File: config.mk
export PLATFORM = sky130hd
export DESIGN_NAME = ps_adpcm_block_decoder_core
export DESIGN_NICKNAME = d
export VERILOG_FILES = /design/src/design/psadpcm_pkg.sv /design/src/design/psadpcm_sample.sv /design/src/design/ps_adpcm_block_decoder_core.sv
export SDC_FILE = /design/constraint.sdc
export NUM_CORES = 1
export LEC_CHECK = 0
export ABC_AREA = 0
export BUFFER_PORTS_ARGS = -buffer_cell sky130_fd_sc_hd__buf_2
export CORE_MARGIN = 3
export CORE_UTILIZATION = 55
export CTS_BUF_LIST = sky130_fd_sc_hd__clkbuf_4 sky130_fd_sc_hd__clkbuf_8
export CTS_CLUSTER_SIZE = 8
export DETAILED_ROUTE_END_ITERATION = 8
export PLACE_DENSITY_LB_ADDON = 0.15
export SLEW_MARGIN = 20
export SYNTH_ARGS = -nofsm -noshare
export SYNTH_HDL_FRONTEND = slang
export SYNTH_SLANG_ARGS = --single-unit
File: constraint.sdc
create_clock -name clk -period 8.26 [get_ports clk]
set_clock_uncertainty 0.05 [all_clocks]
set_input_delay 2.065 -clock clk [delete_from_list [all_inputs] [get_ports clk]]
set_output_delay 2.065 -clock clk [all_outputs]
set_load 0.01 [all_outputs]
File: src/design/psadpcm_pkg.sv
// Shared types, constants and filter coefficient tables for the ADPCM block decoder.
`default_nettype none

package psadpcm_pkg;

  localparam int unsigned BYTE_W   = 8;
  localparam int unsigned POS_W    = 4;
  localparam int unsigned SHIFT_W  = 4;
  localparam int unsigned FILTER_W = 3;
  localparam int unsigned NIB_W    = 4;
  localparam int unsigned SAMPLE_W = 16;
  localparam int unsigned COEF_W   = 8;
  localparam int unsigned PROD_W   = SAMPLE_W + COEF_W;
  localparam int unsigned ROUND_SH = 6;
  localparam int unsigned PRED_W   = PROD_W - ROUND_SH;
  localparam int unsigned SUM_W    = PRED_W + 1;

  localparam logic [POS_W-1:0]    POS_HEADER   = 4'd0;
  localparam logic [POS_W-1:0]    POS_FLAGS    = 4'd1;
  localparam logic [POS_W-1:0]    POS_LAST     = 4'd15;
  localparam logic [FILTER_W-1:0] FILTER_MAX   = 3'd4;
  localparam logic signed [PROD_W-1:0] PRED_ROUND = 24'sd32;
  localparam logic signed [SUM_W-1:0]  SAMPLE_MIN = -19'sd32768;
  localparam logic signed [SUM_W-1:0]  SAMPLE_MAX = 19'sd32767;

  typedef struct packed {
    logic [SHIFT_W-1:0]  shift;
    logic [FILTER_W-1:0] filter;
  } hdr_t;

  typedef struct packed {
    logic [BYTE_W-1:0] data;
    hdr_t              hdr;
    logic              block_end;
  } data_word_t;

  // First prediction tap, applied to the most recent sample.
  function automatic logic signed [COEF_W-1:0] coef_zero(input logic [FILTER_W-1:0] f);
    logic signed [COEF_W-1:0] c;
    unique case (f)
      3'd0:    c = 8'sd0;
      3'd1:    c = 8'sd60;
      3'd2:    c = 8'sd115;
      3'd3:    c = 8'sd98;
      3'd4:    c = 8'sd122;
      default: c = 8'sd122;
    endcase
    return c;
  endfunction

  // Second prediction tap, applied to the sample before that.
  function automatic logic signed [COEF_W-1:0] coef_one(input logic [FILTER_W-1:0] f);
    logic signed [COEF_W-1:0] c;
    unique case (f)
      3'd0:    c = 8'sd0;
      3'd1:    c = 8'sd0;
      3'd2:    c = -8'sd52;
      3'd3:    c = -8'sd55;
      3'd4:    c = -8'sd60;
      default: c = -8'sd60;
    endcase
    return c;
  endfunction

endpackage

`default_nettype wire

File: src/design/psadpcm_sample.sv
// One-sample ADPCM datapath: nibble scale, two-tap prediction, round and clamp.
`default_nettype none

module psadpcm_sample (
  input  wire logic [psadpcm_pkg::NIB_W-1:0]           nibble,
  input  wire psadpcm_pkg::hdr_t                       hdr,
  input  wire logic signed [psadpcm_pkg::SAMPLE_W-1:0] hist_one,
  input  wire logic signed [psadpcm_pkg::SAMPLE_W-1:0] hist_two,
  output logic signed [psadpcm_pkg::SAMPLE_W-1:0]      result
);
  import psadpcm_pkg::*;

  logic signed [SAMPLE_W-1:0] scaled;
  logic signed [SAMPLE_W-1:0] shifted;
  logic signed [COEF_W-1:0]   c0;
  logic signed [COEF_W-1:0]   c1;
  logic signed [PROD_W-1:0]   prod_one;
  logic signed [PROD_W-1:0]   prod_two;
  logic signed [PROD_W-1:0]   pred;
  logic signed [PRED_W-1:0]   pred_sh;
  logic signed [SUM_W-1:0]    sum;

  always_comb begin
    // place the nibble in the top bits, then scale down by the header shift
    scaled   = {nibble, {(SAMPLE_W-NIB_W){1'b0}}};
    shifted  = scaled >>> hdr.shift;
    c0       = coef_zero(hdr.filter);
    c1       = coef_one(hdr.filter);
    prod_one = PROD_W'(hist_one) * PROD_W'(c0);
    prod_two = PROD_W'(hist_two) * PROD_W'(c1);
    pred     = prod_one + prod_two + PRED_ROUND;
    pred_sh  = pred[PROD_W-1:ROUND_SH];
    sum      = {{(SUM_W-SAMPLE_W){shifted[SAMPLE_W-1]}}, shifted} + {pred_sh[PRED_W-1], pred_sh};
    if (sum < SAMPLE_MIN) begin
      result = SAMPLE_MIN[SAMPLE_W-1:0];
    end else if (sum > SAMPLE_MAX) begin
      result = SAMPLE_MAX[SAMPLE_W-1:0];
    end else begin
      result = sum[SAMPLE_W-1:0];
    end
  end

endmodule

`default_nettype wire

File: src/design/ps_adpcm_block_decoder_core.sv
// Top level of the 4-bit ADPCM block decoder: byte intake, sample sequencing, output register.
`default_nettype none

// The decoder takes a stream of 16-byte ADPCM blocks, one byte per word on the
// block_byte channel, and returns one decoded 16-bit sample per word on the
// sample channel. Byte 0 of each block is a header (shift in bits 3..0, filter
// in bits 6..4, filters 5..7 act as 4); byte 1 is a flags byte and is dropped.
// Each of bytes 2..15 yields two samples, low nibble first; run_last marks the
// high-nibble sample and block_last the 28th sample of the block. Prediction
// history runs on across blocks and is cleared only by rst. Header and flags
// bytes produce no sample. A data byte stays in the byte register while both
// of its nibbles are decoded, because the high-nibble sample predicts from the
// low-nibble sample and the one-sample datapath (two small multiplies, round,
// clamp) is combinational with the history registers in its loop; the output
// gives at most one sample per cycle, and only while sample_stall is low. The
// next byte is taken in the cycle the high nibble is decoded, and a finished
// sample held in the output register by sample_stall holds back the datapath,
// since each decoded sample loads that register directly.

module ps_adpcm_block_decoder_core (
  input  wire logic                                 clk,
  input  wire logic                                 rst,
  input  wire logic                                 byte_valid,
  output logic                                      byte_stall,
  input  wire logic [psadpcm_pkg::BYTE_W-1:0]       block_byte,
  output logic                                      sample_valid,
  input  wire logic                                 sample_stall,
  output logic signed [psadpcm_pkg::SAMPLE_W-1:0]   sample,
  output logic                                      run_last,
  output logic                                      block_last
);
  import psadpcm_pkg::*;

  // byte position in the block and header of the current block
  logic [POS_W-1:0] byte_pos;
  hdr_t             cur_hdr;

  // data byte register: holds a byte while both nibbles are decoded
  logic       word_full;
  logic       word_hi;
  data_word_t word;

  // prediction history
  logic signed [SAMPLE_W-1:0] history_one;
  logic signed [SAMPLE_W-1:0] history_two;

  logic                       byte_take;
  logic                       out_free;
  logic                       fire;
  logic [NIB_W-1:0]           nibble;
  logic signed [SAMPLE_W-1:0] decoded;
  logic [FILTER_W-1:0]        hdr_filter;

  // output register may load when empty or being emptied this cycle
  assign out_free   = !sample_valid || !sample_stall;
  assign fire       = word_full && out_free;
  // accept a byte when the register is empty or its last nibble goes out now
  assign byte_stall = word_full && !(fire && word_hi);
  assign byte_take  = byte_valid && !byte_stall;
  assign nibble     = word_hi ? word.data[BYTE_W-1:NIB_W] : word.data[NIB_W-1:0];
  assign hdr_filter = block_byte[SHIFT_W +: FILTER_W];

  psadpcm_sample u_sample (
    .nibble   (nibble),
    .hdr      (word.hdr),
    .hist_one (history_one),
    .hist_two (history_two),
    .result   (decoded)
  );

  // track position and latch the header
  always_ff @(posedge clk) begin
    if (rst) begin
      byte_pos       <= POS_HEADER;
      cur_hdr.shift  <= '0;
      cur_hdr.filter <= '0;
    end else if (byte_take) begin
      byte_pos <= byte_pos + POS_W'(1);
      if (byte_pos == POS_HEADER) begin
        cur_hdr.shift  <= block_byte[SHIFT_W-1:0];
        cur_hdr.filter <= (hdr_filter > FILTER_MAX) ? FILTER_MAX : hdr_filter;
      end
    end
  end

  // load data bytes, step through low then high nibble
  always_ff @(posedge clk) begin
    if (rst) begin
      word_full <= 1'b0;
      word_hi   <= 1'b0;
    end else if (byte_take && byte_pos != POS_HEADER && byte_pos != POS_FLAGS) begin
      word_full <= 1'b1;
      word_hi   <= 1'b0;
    end else if (fire && !word_hi) begin
      word_hi <= 1'b1;
    end else if (fire && word_hi) begin
      word_full <= 1'b0;
      word_hi   <= 1'b0;
    end
  end

  always_ff @(posedge clk) begin
    if (byte_take) begin
      word.data      <= block_byte;
      word.hdr       <= cur_hdr;
      word.block_end <= (byte_pos == POS_LAST);
    end
  end

  // advance history with each decoded sample
  always_ff @(posedge clk) begin
    if (rst) begin
      history_one <= '0;
      history_two <= '0;
    end else if (fire) begin
      history_one <= decoded;
      history_two <= history_one;
    end
  end

  // output register
  always_ff @(posedge clk) begin
    if (rst) begin
      sample_valid <= 1'b0;
    end else if (out_free) begin
      sample_valid <= fire;
    end
  end

  always_ff @(posedge clk) begin
    if (fire) begin
      sample     <= decoded;
      run_last   <= word_hi;
      block_last <= word_hi && word.block_end;
    end
  end

  // block end is only ever flagged on a high-nibble sample
  a_block_last_hi: assert property (@(posedge clk) disable iff (rst)
    sample_valid |-> (!block_last || run_last))
    else $error("block_last without run_last");

  // a taken low-nibble sample is followed at once by its high-nibble partner
  a_hi_follows: assert property (@(posedge clk) disable iff (rst)
    (sample_valid && !sample_stall && !run_last) |=> (sample_valid && run_last))
    else $error("high nibble sample did not follow low nibble");

  // the presented sample is the newest history entry
  a_hist_match: assert property (@(posedge clk) disable iff (rst)
    fire |=> (sample_valid && sample == history_one))
    else $error("history does not match presented sample");

  // new data byte only enters when the register is free or draining
  a_no_overwrite: assert property (@(posedge clk) disable iff (rst)
    (byte_take && word_full) |-> (fire && word_hi))
    else $error("data byte register overwritten");

endmodule

`default_nettype wire

==> metrics.md, run 1 <==
| Metric | Value |
|---|---|
| Status | complete, but fails checks |
| Failing checks | setup timing |
| Cell mode on critical path | fa_1 |
| Grt ovf | 0 |
| Core Area | between 20,000 and 25,000 sq um |
| CP peak stage delay | between 500 and 600 ps |
| Tmin final | between 8000 and 9000 ps |
| Avg WL per Cell | roughly 17 microns |
| Clock Tree Buf Depth | 2 |
| Iteration-0 DRC Markers | about 480 |
| Number of antenna violations at the first check in global routing | 0 |
| Critical Path End Type | register |
| Yosys top cell by area | fa_1 |
| Antenna Cells | 0 |
| Post-Route WL | 28.3 mm |
| Initial Utilization | 0.565 |
| EDFF count, synth | 34 |
| Maxcap violations | 0 |
| Syn_nets | 1,563 |
| DR pass1 iterations | 5 |
| Prevailing post-synth register cell | dfxtp_1 |
| Residual DRC | 0 |
| Worst Slack Setup Final | -111 ps |
| Worst EP required | approximately 8300 ps |
| Ys async rst share | 0 |
| Port Buf Inserts | 31 |
| Core Util, Final | 0.675 |
| Largest net degree at the start of global routing | 40 |
| RePlAce Congestion | ~0.93 |
| CTS H-tree lvls | 3 |
| Sequential fraction of the synthesis area | 0.168 |
| Period utilization | 1.01 |
| Synthesized area | between 10,000 and 15,000 sq um |
| Row cnt | 52 |
| Multi-input gate area | 9070 sq um |
| DR vias | roughly 8.8k |
| Io pins | 32 |
| Setup crit start kind | register |
| Vias in the first global route | between 9k and 10k |
| Clock-pin slew on the worst setup and hold paths | around 100 ps |
| Die height | about 150 microns |
| Synthesized area per cell | approximately 9.2 sq um |
| Worst Tran Pin Value | about 1000 ps |
| Setup WS pre-CTS | -242 ps |
| Fin. max-slew vios | 0 |
| Endpoints failing setup | 29 |
| Worst EP arrival | approximately 8500 ps |
| Unrepaired setup endpoints after global routing | true |
| Die width | 151 microns |
| Antenna viol nets, final | 0 |
| Fraction of layout cells with a size suffix above 1 | 0.233 |
| Max Fclk | between 100 and 150 MHz |
| Setup TNS | -1880 ps |
| CTS tree | built |
| Clock latency on the worst-skew pair | 390 ps |
| DIE AREA | about 23,000 sq um |
| Area delta synth->final | 19.5% |
| First-pass GRT wire length | 46.9 mm |
| Nets | 1,702 |
| Num CTS Buffers | 9 |
| Final Hold Fails | 0 |
| Register area | just under 2000 sq um |
| Min-Delay Path Class | reg2reg |
| Maximum fanout along the worst path | 6 |
| Synthesized instance count | 1,252 |
| DP HPWL | between 20 and 25 mm |
| Final std cells w/o fill | between 1.5k and 2k |
| Slew headroom | 0.317 |
| Critical path class | reg2reg |
| Sink Count | 80 |
| Clock root buffer | clkbuf_8 |
| Yosys cell types | 67 |
| Largest cells by area after synthesis | fa_1, ha_1, edfxtp_1, inv_1, dfxtp_1 |
| DR vias/cell | 5.25 |
| Dpl cells | between 1.5k and 2k |
| Synth Register Bits | 80 |
| CTS Hold Bufs | 0 |
| Synth top area share | 0.305 |
| GRT Total Usage | 0.265 |
| Fillcell total | 1,644 |
| Slowest CP cell | fa_1 |
| Synth warnings | 0 |
[logic make-up (layout without fill, tap and decap cells)]
group                    count (synthesis)  in the layout  share of synthesized area
AND/OR/NAND/NOR                        379            381                      0.160
adder cells (fa/ha/maj)                299            299                      0.439
buffers and inverters                  295            437                     0.0976
AO/OA/AOI/OAI                          142            142                     0.0886
flip-flops                              80             80                      0.168
XOR/XNOR                                42             42                     0.0319
multiplexers                            15             15                     0.0142
[repair_timing]
| action | CTS | global route |
|---|---|---|
| cloned | 2 | 1 |
| pin swaps | 36 | 52 |
| setup buffers | 10 | 17 |
| resized for setup | 49 | 103 |
| setup endpoints to repair | 30 | 31 |
[path summary, 6_finish.rpt]
path                            slack (ps)                    start                   to  cells past startpoint
worst max-delay path                  -110        word[3]$_DFFE_PP_  sample[3]$_DFFE_PP_                     34
worst min register to register         390  cur_hdr[6]$_SDFFE_PP0P_    word[7]$_DFFE_PP_                      0
worst max register to register        -110        word[3]$_DFFE_PP_  sample[3]$_DFFE_PP_                     34
worst min-delay path                   390  cur_hdr[6]$_SDFFE_PP0P_    word[7]$_DFFE_PP_                      0
[worst max-delay path: cells and delay by family (launching register included)]
| kind | cells | cell delay, ps |
|---|---|---|
| compound gates | 8 | 1770 |
| xor+xnor | 1 | 130 |
| fa+ha+maj | 8 | 3550 |
| buf+inv | 9 | 970 |
| flops | 1 | 500 |
| simple gates | 8 | 1130 |
[flip-flops by register name (all words and copies together), names as in the netlist]
signal	count
history_one	16
history_two	16
sample	16
word	16
cur_hdr	7
byte_pos	4
block_last	1
run_last	1
sample_valid	1
word_full	1
word_hi	1
[metal layers]
layer  part of all wire  global-route usage
met3              0.055              0.0452
met5                  0                   0
met1               0.45               0.377
met4              0.019              0.0553
met2               0.48               0.429
[placed cells by master, fill, tap and decap left out, drive strengths merged, types with 10 or more instances in the layout]
cell,netlist,final
and3,27,27
dfxtp,46,46
nor2b,20,20
buf,4,162
nor2,96,96
xor2,10,10
nor3,10,10
inv,258,261
xnor2,32,32
and2,78,78
edfxtp,34,34
fa,176,176
mux2i,13,13
nand2,107,107
ha,123,123
o21ai,35,35
a21oi,47,47
nand3,15,15
[Yosys cell counts (3+ instances only)]
master	instances
inv_1	258
fa_1	176
ha_1	123
nand2_1	107
nor2_1	96
and2_1	77
dfxtp_1	46
a21oi_1	44
edfxtp_1	34
clkbuf_1	32
xnor2_1	32
and3_1	27
o21ai_0	22
nor2b_1	20
nand3_1	15
mux2i_1	13
o21ai_2	11
nor3_1	10
xor2_1	10
o21a_1	9
a21o_1	6
a21boi_0	5
nand2b_1	5
nand4_1	5
or2_2	5
o21bai_1	4
a211oi_1	3
o31a_1	3
o31ai_1	3
[area by class of cell]
cell class,instances,area share
tap,270,0.0245
timing repair inverter,1,0.000544
inverter,258,0.0705
multi-input combinational,879,0.658
sequential,80,0.141
timing repair buffer,162,0.0874
clock buffer,9,0.00898
clock inverter,7,0.00962
[metrics by stage]
stage          hold slack, ps  cell area (sq um)
3_5_place_dp              369              12700
3_3_place_gp              365              12700
5_1_grt                   403              13800
4_1_cts                   391              13300
2_1_floorplan             356              11600
6_report                  388              13800
Power of run 1 is not shown: default switching activity piles up to over one toggle a cycle in this logic, so the estimate is an artifact.
==> inputs of run 2 (changes only) <==
- BUFFER_PORTS_ARGS: -buffer_cell sky130_fd_sc_hd__buf_2 -> not set
- DONT_BUFFER_PORTS: not set -> 1
==> run 2 against run 1 <==
Net effect: flip-flop and latch count is the same; utilization shrank 0.53 points; sequential share of layout area grew 0.11 points; hold slack gained 1.5 ps; first-iteration DRC count grew 8.3%; cell area shrank 0.79%; the flow still finishes with violations (setup timing); global-route usage shrank 0.34 points; die area is the same; register-to-register slack is essentially flat; non-clock buffer count shrank 15; critical endpoint is now sample[9]$_DFFE_PP_; via count shrank 0.21%; critical path depth grew 1.
==> metrics.md, run 2 (synthesized netlist as in run 1, its figures left out) <==
| Metric | Value |
|---|---|
| Status | complete, but fails checks (unchanged) |
| Failing checks | setup timing (unchanged) |
| Worst Slack Setup Final | -117 ps (was -111 ps) |
| Maximum fanout along the worst path | 6 (unchanged) |
| Crit path max-delay family | adder cells (unchanged) |
| Maxcap violations | 0 (unchanged) |
| Avg WL per Cell | 17.1 microns (was 17.0 microns) |
| Num CTS Buffers | 9 (unchanged) |
| First-pass GRT wire length | 46.3 mm (was 46.9 mm) |
| CTS tree | built (unchanged) |
| CP peak stage delay | 560 ps (was 570 ps) |
| Antenna viol nets, final | 0 (unchanged) |
| Max Fclk | 119 MHz (about the same) |
| Fillcell total | 1,682 (was 1,644) |
| DR pass1 iterations | 5 (unchanged) |
| Sink Count | 80 (unchanged) |
| DR vias/cell | 5.29 (was 5.25) |
| DP HPWL | 22.1 mm (about the same) |
| Worst Tran Pin Value | 981 ps (was 1020 ps) |
| Critical path class | reg2reg (unchanged) |
| Fraction of layout cells with a size suffix above 1 | 0.213 (was 0.233) |
| Worst EP arrival | 8470 ps (was 8460 ps) |
| Core Area | 20,400 sq um (unchanged) |
| CTS H-tree lvls | 3 (unchanged) |
| Iteration-0 DRC Markers | 521 (was 481) |
| Endpoints failing setup | 28 (was 29) |
| Clock latency on the worst-skew pair | 380 ps (was 390 ps) |
| Dpl cells | 1,604 (was 1,621) |
| GRT Total Usage | 0.261 (was 0.265) |
| Critical Path End Type | register (unchanged) |
| Final Hold Fails | 0 (unchanged) |
| Slew headroom | 0.346 (was 0.317) |
| Setup TNS | -1550 ps (was -1880 ps) |
| Io pins | 32 (unchanged) |
| DIE AREA | 22,700 sq um (unchanged) |
| Buf+Inv Stages, Crit Path | 9 (unchanged) |
| Cell mode on critical path | fa_1 (unchanged) |
| Most common cell after layout, fill and taps aside | inv_1 (unchanged) |
| Setup WS pre-CTS | -410 ps (was -242 ps) |
| Die width | 151 microns (unchanged) |
| Die height | 151 microns (unchanged) |
| Final std cells w/o fill | 1,652 (was 1,666) |
| Vias in the first global route | 9,054 (was 9,226) |
| Area delta synth->final | 18.6% (was 19.5%) |
| Tmin final | 8380 ps (was 8370 ps) |
| Unrepaired setup endpoints after global routing | true (unchanged) |
| Most frequent cells in the layout | inv_1, fa_1, buf_4 (unchanged) |
| Clock root buffer | clkbuf_8 (unchanged) |
| Nets | 1,688 (was 1,702) |
| DR vias | 8,735 (was 8,753) |
| Largest net degree at the start of global routing | 40 (unchanged) |
| Residual DRC | 0 (unchanged) |
| Min-Delay Path Class | reg2reg (unchanged) |
| Slowest CP cell | fa_1 (unchanged) |
| Clock Tree Buf Depth | 2 (unchanged) |
| Period utilization | 1.01 (about the same) |
| Initial Utilization | 0.565 (unchanged) |
| Port Buf Inserts | 0 (was 31) |
| Fin. max-slew vios | 0 (unchanged) |
| Clock-pin slew on the worst setup and hold paths | 110 ps (was 100 ps) |
| Post-Route WL | 28.3 mm (about the same) |
| Worst EP required | 8350 ps (was 8340 ps) |
| Setup crit start kind | register (unchanged) |
| Antenna Cells | 0 (unchanged) |
| Grt ovf | 0 (unchanged) |
| RePlAce Congestion | 0.911 (was 0.932) |
| Row cnt | 52 (unchanged) |
| Number of antenna violations at the first check in global routing | 0 (unchanged) |
-- run 2: changes by cell type in the layout (fill, tap and decap cells not counted), moves of 3 or more --
cell and change:
and2_4 -3, nor3_1 +3, nor3_2 -4, nand2_2 -6
xnor2_2 -3, a21oi_2 -3, buf_2 -31, xnor2_1 +3
o21ai_1 -3, nand2_1 +6, buf_4 +14, nor2_2 -3
buf_6 +3
-- run 2: final cells by class --
class | instances | area [sq um] | share of cell area
clock inverters | 7 | 110 | 0.00805
clock buffers | 9 | 124 | 0.00906
repair inverters | 1 | 7.51 | 0.000549
well taps | 270 | 338 | 0.0247
inverters | 258 | 972 | 0.0711
flip-flops and latches | 80 | 1940 | 0.142
multi-input cells | 880 | 9010 | 0.659
repair buffers | 147 | 1170 | 0.0858
-- run 2: metrics by stage --
step | area, sq um | hold WS, ps | util
2_1_floorplan | 11600 | 356 | -
3_3_place_gp | 12700 | 364 | 0.621
3_5_place_dp | 12700 | 371 | 0.621
4_1_cts | 13200 | 395 | 0.648
5_1_grt | 13700 | 402 | 0.670
6_report | 13700 | 390 | 0.670
-- run 2: worst paths after layout --
| check | depth (start not counted) | slack, ps | startpoint | to |
|---|---|---|---|---|
| setup / recovery | 35 | -120 | word[1]$_DFFE_PP_ | sample[9]$_DFFE_PP_ |
| hold / removal | 0 | 390 | cur_hdr[3]$_SDFFE_PP0P_ | word[4]$_DFFE_PP_ |
| setup reg to reg | 35 | -120 | word[1]$_DFFE_PP_ | sample[9]$_DFFE_PP_ |
| hold reg to reg | 0 | 390 | cur_hdr[3]$_SDFFE_PP0P_ | word[4]$_DFFE_PP_ |
-- run 2: timing repair --
item | 4_1_cts | 5_1_grt
buffers inserted | 13 | 15
hold buffers | 0 | 0
gates cloned | 4 | 0
setup endpoints to repair | 30 | 32
resized for setup | 54 | 79
pin swaps | 36 | 51
-- run 2: worst reg2reg max path: cells and delay by family (launching register included) --
kind | cells | cell delay [ps]
adder cells (fa/ha/maj) | 8 | 3630
AO/OA/AOI/OAI | 11 | 1930
AND/OR/NAND/NOR | 6 | 1010
buffers and inverters | 9 | 960
flip-flops | 1 | 410
XOR/XNOR | 1 | 180
-- run 2: metal layers --
layer | vias up | share of wire | track usage
met5 | - | 0 | 0
met1 | 4305 | 0.45 | 0.377
li1 | 4186 | - | -
met4 | 0 | 0.018 | 0.0476
met3 | 46 | 0.053 | 0.0512
met2 | 198 | 0.48 | 0.418
Power of run 2 is left out for the same reason.
==> inputs of run 3 (changes only) <==
- CTS_CLUSTER_DIAMETER: not set -> 80
- SKIP_CTS_REPAIR_TIMING: not set -> 1
==> run 3 against run 2 <==
Net effect: the flow still finishes with violations (setup timing); utilization up 0.53 points; die area unchanged; register-to-register slack worse by 80 ps; hold slack better by 0.94 ps; final cell count unchanged; maximum frequency down 0.98%; wire length up 1.4%; largest cell class unchanged; highest routed layer unchanged.
==> metrics.md, run 3 (synthesized netlist as in run 1, its figures left out) <==
| Metric | Value |
|---|---|
| Die height | 151 microns (unchanged) |
| RePlAce Congestion | 0.911 (unchanged) |
| Antenna Cells | 0 (unchanged) |
| RR Startpoint | word[3]$_DFFE_PP_ (was word[1]$_DFFE_PP_) |
| Nets | 1,688 (unchanged) |
| Clock-pin slew on the worst setup and hold paths | 90 ps (was 110 ps) |
| Core Area | 20,400 sq um (unchanged) |
| Max Fclk | 118 MHz (was 119 MHz) |
| Avg WL per Cell | 17.4 microns (was 17.1 microns) |
| Met2 usage | 0.396 (was 0.418) |
| Most frequent cells in the layout | inv_1, fa_1, buf_4 (unchanged) |
| Worst EP required | 8520 ps (was 8350 ps) |
| Critical Path End Type | register (unchanged) |
| Sink Count | 80 (unchanged) |
| Grt ovf | 0 (unchanged) |
| Iteration-0 DRC Markers | 497 (was 521) |
| Antenna viol nets, final | 0 (unchanged) |
| First-pass GRT wire length | 44.6 mm (was 46.3 mm) |
| DR vias/cell | 5.32 (was 5.29) |
| Fraction of layout cells with a size suffix above 1 | 0.216 (was 0.213) |
| Fin. max-slew vios | 0 (unchanged) |
| Worst Reg-to-Reg Cells | 34 (was 35) |
| Unrepaired setup endpoints after global routing | true (unchanged) |
| Hold path depth | 0 (unchanged) |
| Clock latency on the worst-skew pair | 380 ps (about the same) |
| Fillcell total | 1,645 (was 1,682) |
| Tmin final | 8460 ps (was 8380 ps) |
| Largest net degree at the start of global routing | 40 (unchanged) |
| Setup crit start kind | register (unchanged) |
| Worst Setup SP | word[3]$_DFFE_PP_ (was word[1]$_DFFE_PP_) |
| Clock root buffer | clkbuf_8 (unchanged) |
| CP peak stage delay | 570 ps (was 560 ps) |
| Worst Slack Setup Final | -200 ps (was -117 ps) |
| DIE AREA | 22,700 sq um (unchanged) |
| Worst setup path end | history_one[1]$_SDFFE_PP0P_ (was sample[9]$_DFFE_PP_) |
| Worst hold-check slack | 391 ps (was 390 ps) |
| GR Util met3 | 0.0503 (was 0.0512) |
| GR met1 Demand/Resource | 0.368 (was 0.377) |
| Final Hold Fails | 0 (unchanged) |
| Die width | 151 microns (unchanged) |
| Status | complete, but fails checks (unchanged) |
| Most common cell after layout, fill and taps aside | inv_1 (unchanged) |
| Core Util, Final | 0.675 (was 0.670) |
| Grt peak-use layer | met2 (unchanged) |
| Initial Utilization | 0.565 (unchanged) |
| Worst EP arrival | 8720 ps (was 8470 ps) |
| GRT Total Usage | 0.250 (was 0.261) |
| Num CTS Buffers | 9 (unchanged) |
| Min-Delay Path Class | reg2reg (unchanged) |
| Cell mode on critical path | fa_1 (unchanged) |
| Row cnt | 52 (unchanged) |
| Number of antenna violations at the first check in global routing | 0 (unchanged) |
| Critical path class | reg2reg (unchanged) |
| Setup WS pre-CTS | -410 ps (unchanged) |
| DR pass1 iterations | 5 (unchanged) |
| Reg2reg end | history_one[1]$_SDFFE_PP0P_ (was sample[9]$_DFFE_PP_) |
| Area delta synth->final | 19.5% (was 18.6%) |
| Setup TNS | -3480 ps (was -1550 ps) |
| Endpoints failing setup | 30 (was 28) |
| DR vias | 8,784 (was 8,735) |
| Maxcap violations | 0 (unchanged) |
| CTS H-tree lvls | 3 (unchanged) |
| Clock Tree Buf Depth | 2 (unchanged) |
| Slew headroom | 0.347 (was 0.346) |
| Failing checks | setup timing (unchanged) |
| Period utilization | 1.02 (was 1.01) |
| Maximum fanout along the worst path | 7 (was 6) |
| Vias in the first global route | 8,824 (was 9,054) |
| Slowest CP cell | fa_1 (unchanged) |
| Residual DRC | 0 (unchanged) |
| Io pins | 32 (unchanged) |
| DP HPWL | 22.1 mm (unchanged) |
| Worst R2R Setup Slack | -200 ps (was -120 ps) |
| Port Buf Inserts | 0 (unchanged) |
| Worst hold start | cur_hdr[3]$_SDFFE_PP0P_ (unchanged) |
| CTS tree | built (unchanged) |
| Worst Tran Pin Value | 980 ps (was 981 ps) |
| Post-Route WL | 28.7 mm (was 28.3 mm) |
run 3: how the worst min path moves through the flow:
stage / to / slack [ps]
global route: word[4]$_DFFE_PP_ / 400
global placement: word[4]$_DFFE_PP_ / 360
finish: word[4]$_DFFE_PP_ / 390
detailed placement: word[4]$_DFFE_PP_ / 370
CTS: word[4]$_DFFE_PP_ / 400
floorplan: run_last$_DFFE_PP_ / 360
run 3: through the flow:
step / std cells / instance area [sq um]
4_1_cts: 1620 / 12900
6_report: 1652 / 13800
2_1_floorplan: 1252 / 11600
5_1_grt: 1652 / 13800
3_5_place_dp: 1604 / 12700
3_3_place_gp: 1604 / 12700
run 3: critical path: cells and delay by family (launching register included):
kind | cells | cell delay, ps
XOR/XNOR | 1 | 190
AND/OR/NAND/NOR | 9 | 1700
flip-flops | 1 | 440
adder cells (fa/ha/maj) | 8 | 3460
AO/OA/AOI/OAI | 9 | 1790
buffers and inverters | 7 | 720
run 3: area by class of cell:
class | count | area [sq um] | area share
multi-input combinational | 880 | 9110 | 0.661
tap | 270 | 338 | 0.0245
clock inverter | 7 | 110 | 0.00799
sequential | 80 | 1940 | 0.141
clock buffer | 9 | 124 | 0.00898
timing repair buffer | 147 | 1180 | 0.0858
inverter | 258 | 972 | 0.0705
timing repair inverter | 1 | 7.51 | 0.000544
run 3: per-layer routing:
metal  share of wire  vias up
li1                -     4185
met1            0.45     4319
met2            0.48      237
met3           0.056       43
met4           0.017        0
met5               0        -
Power of run 3 is left out for the same reason.
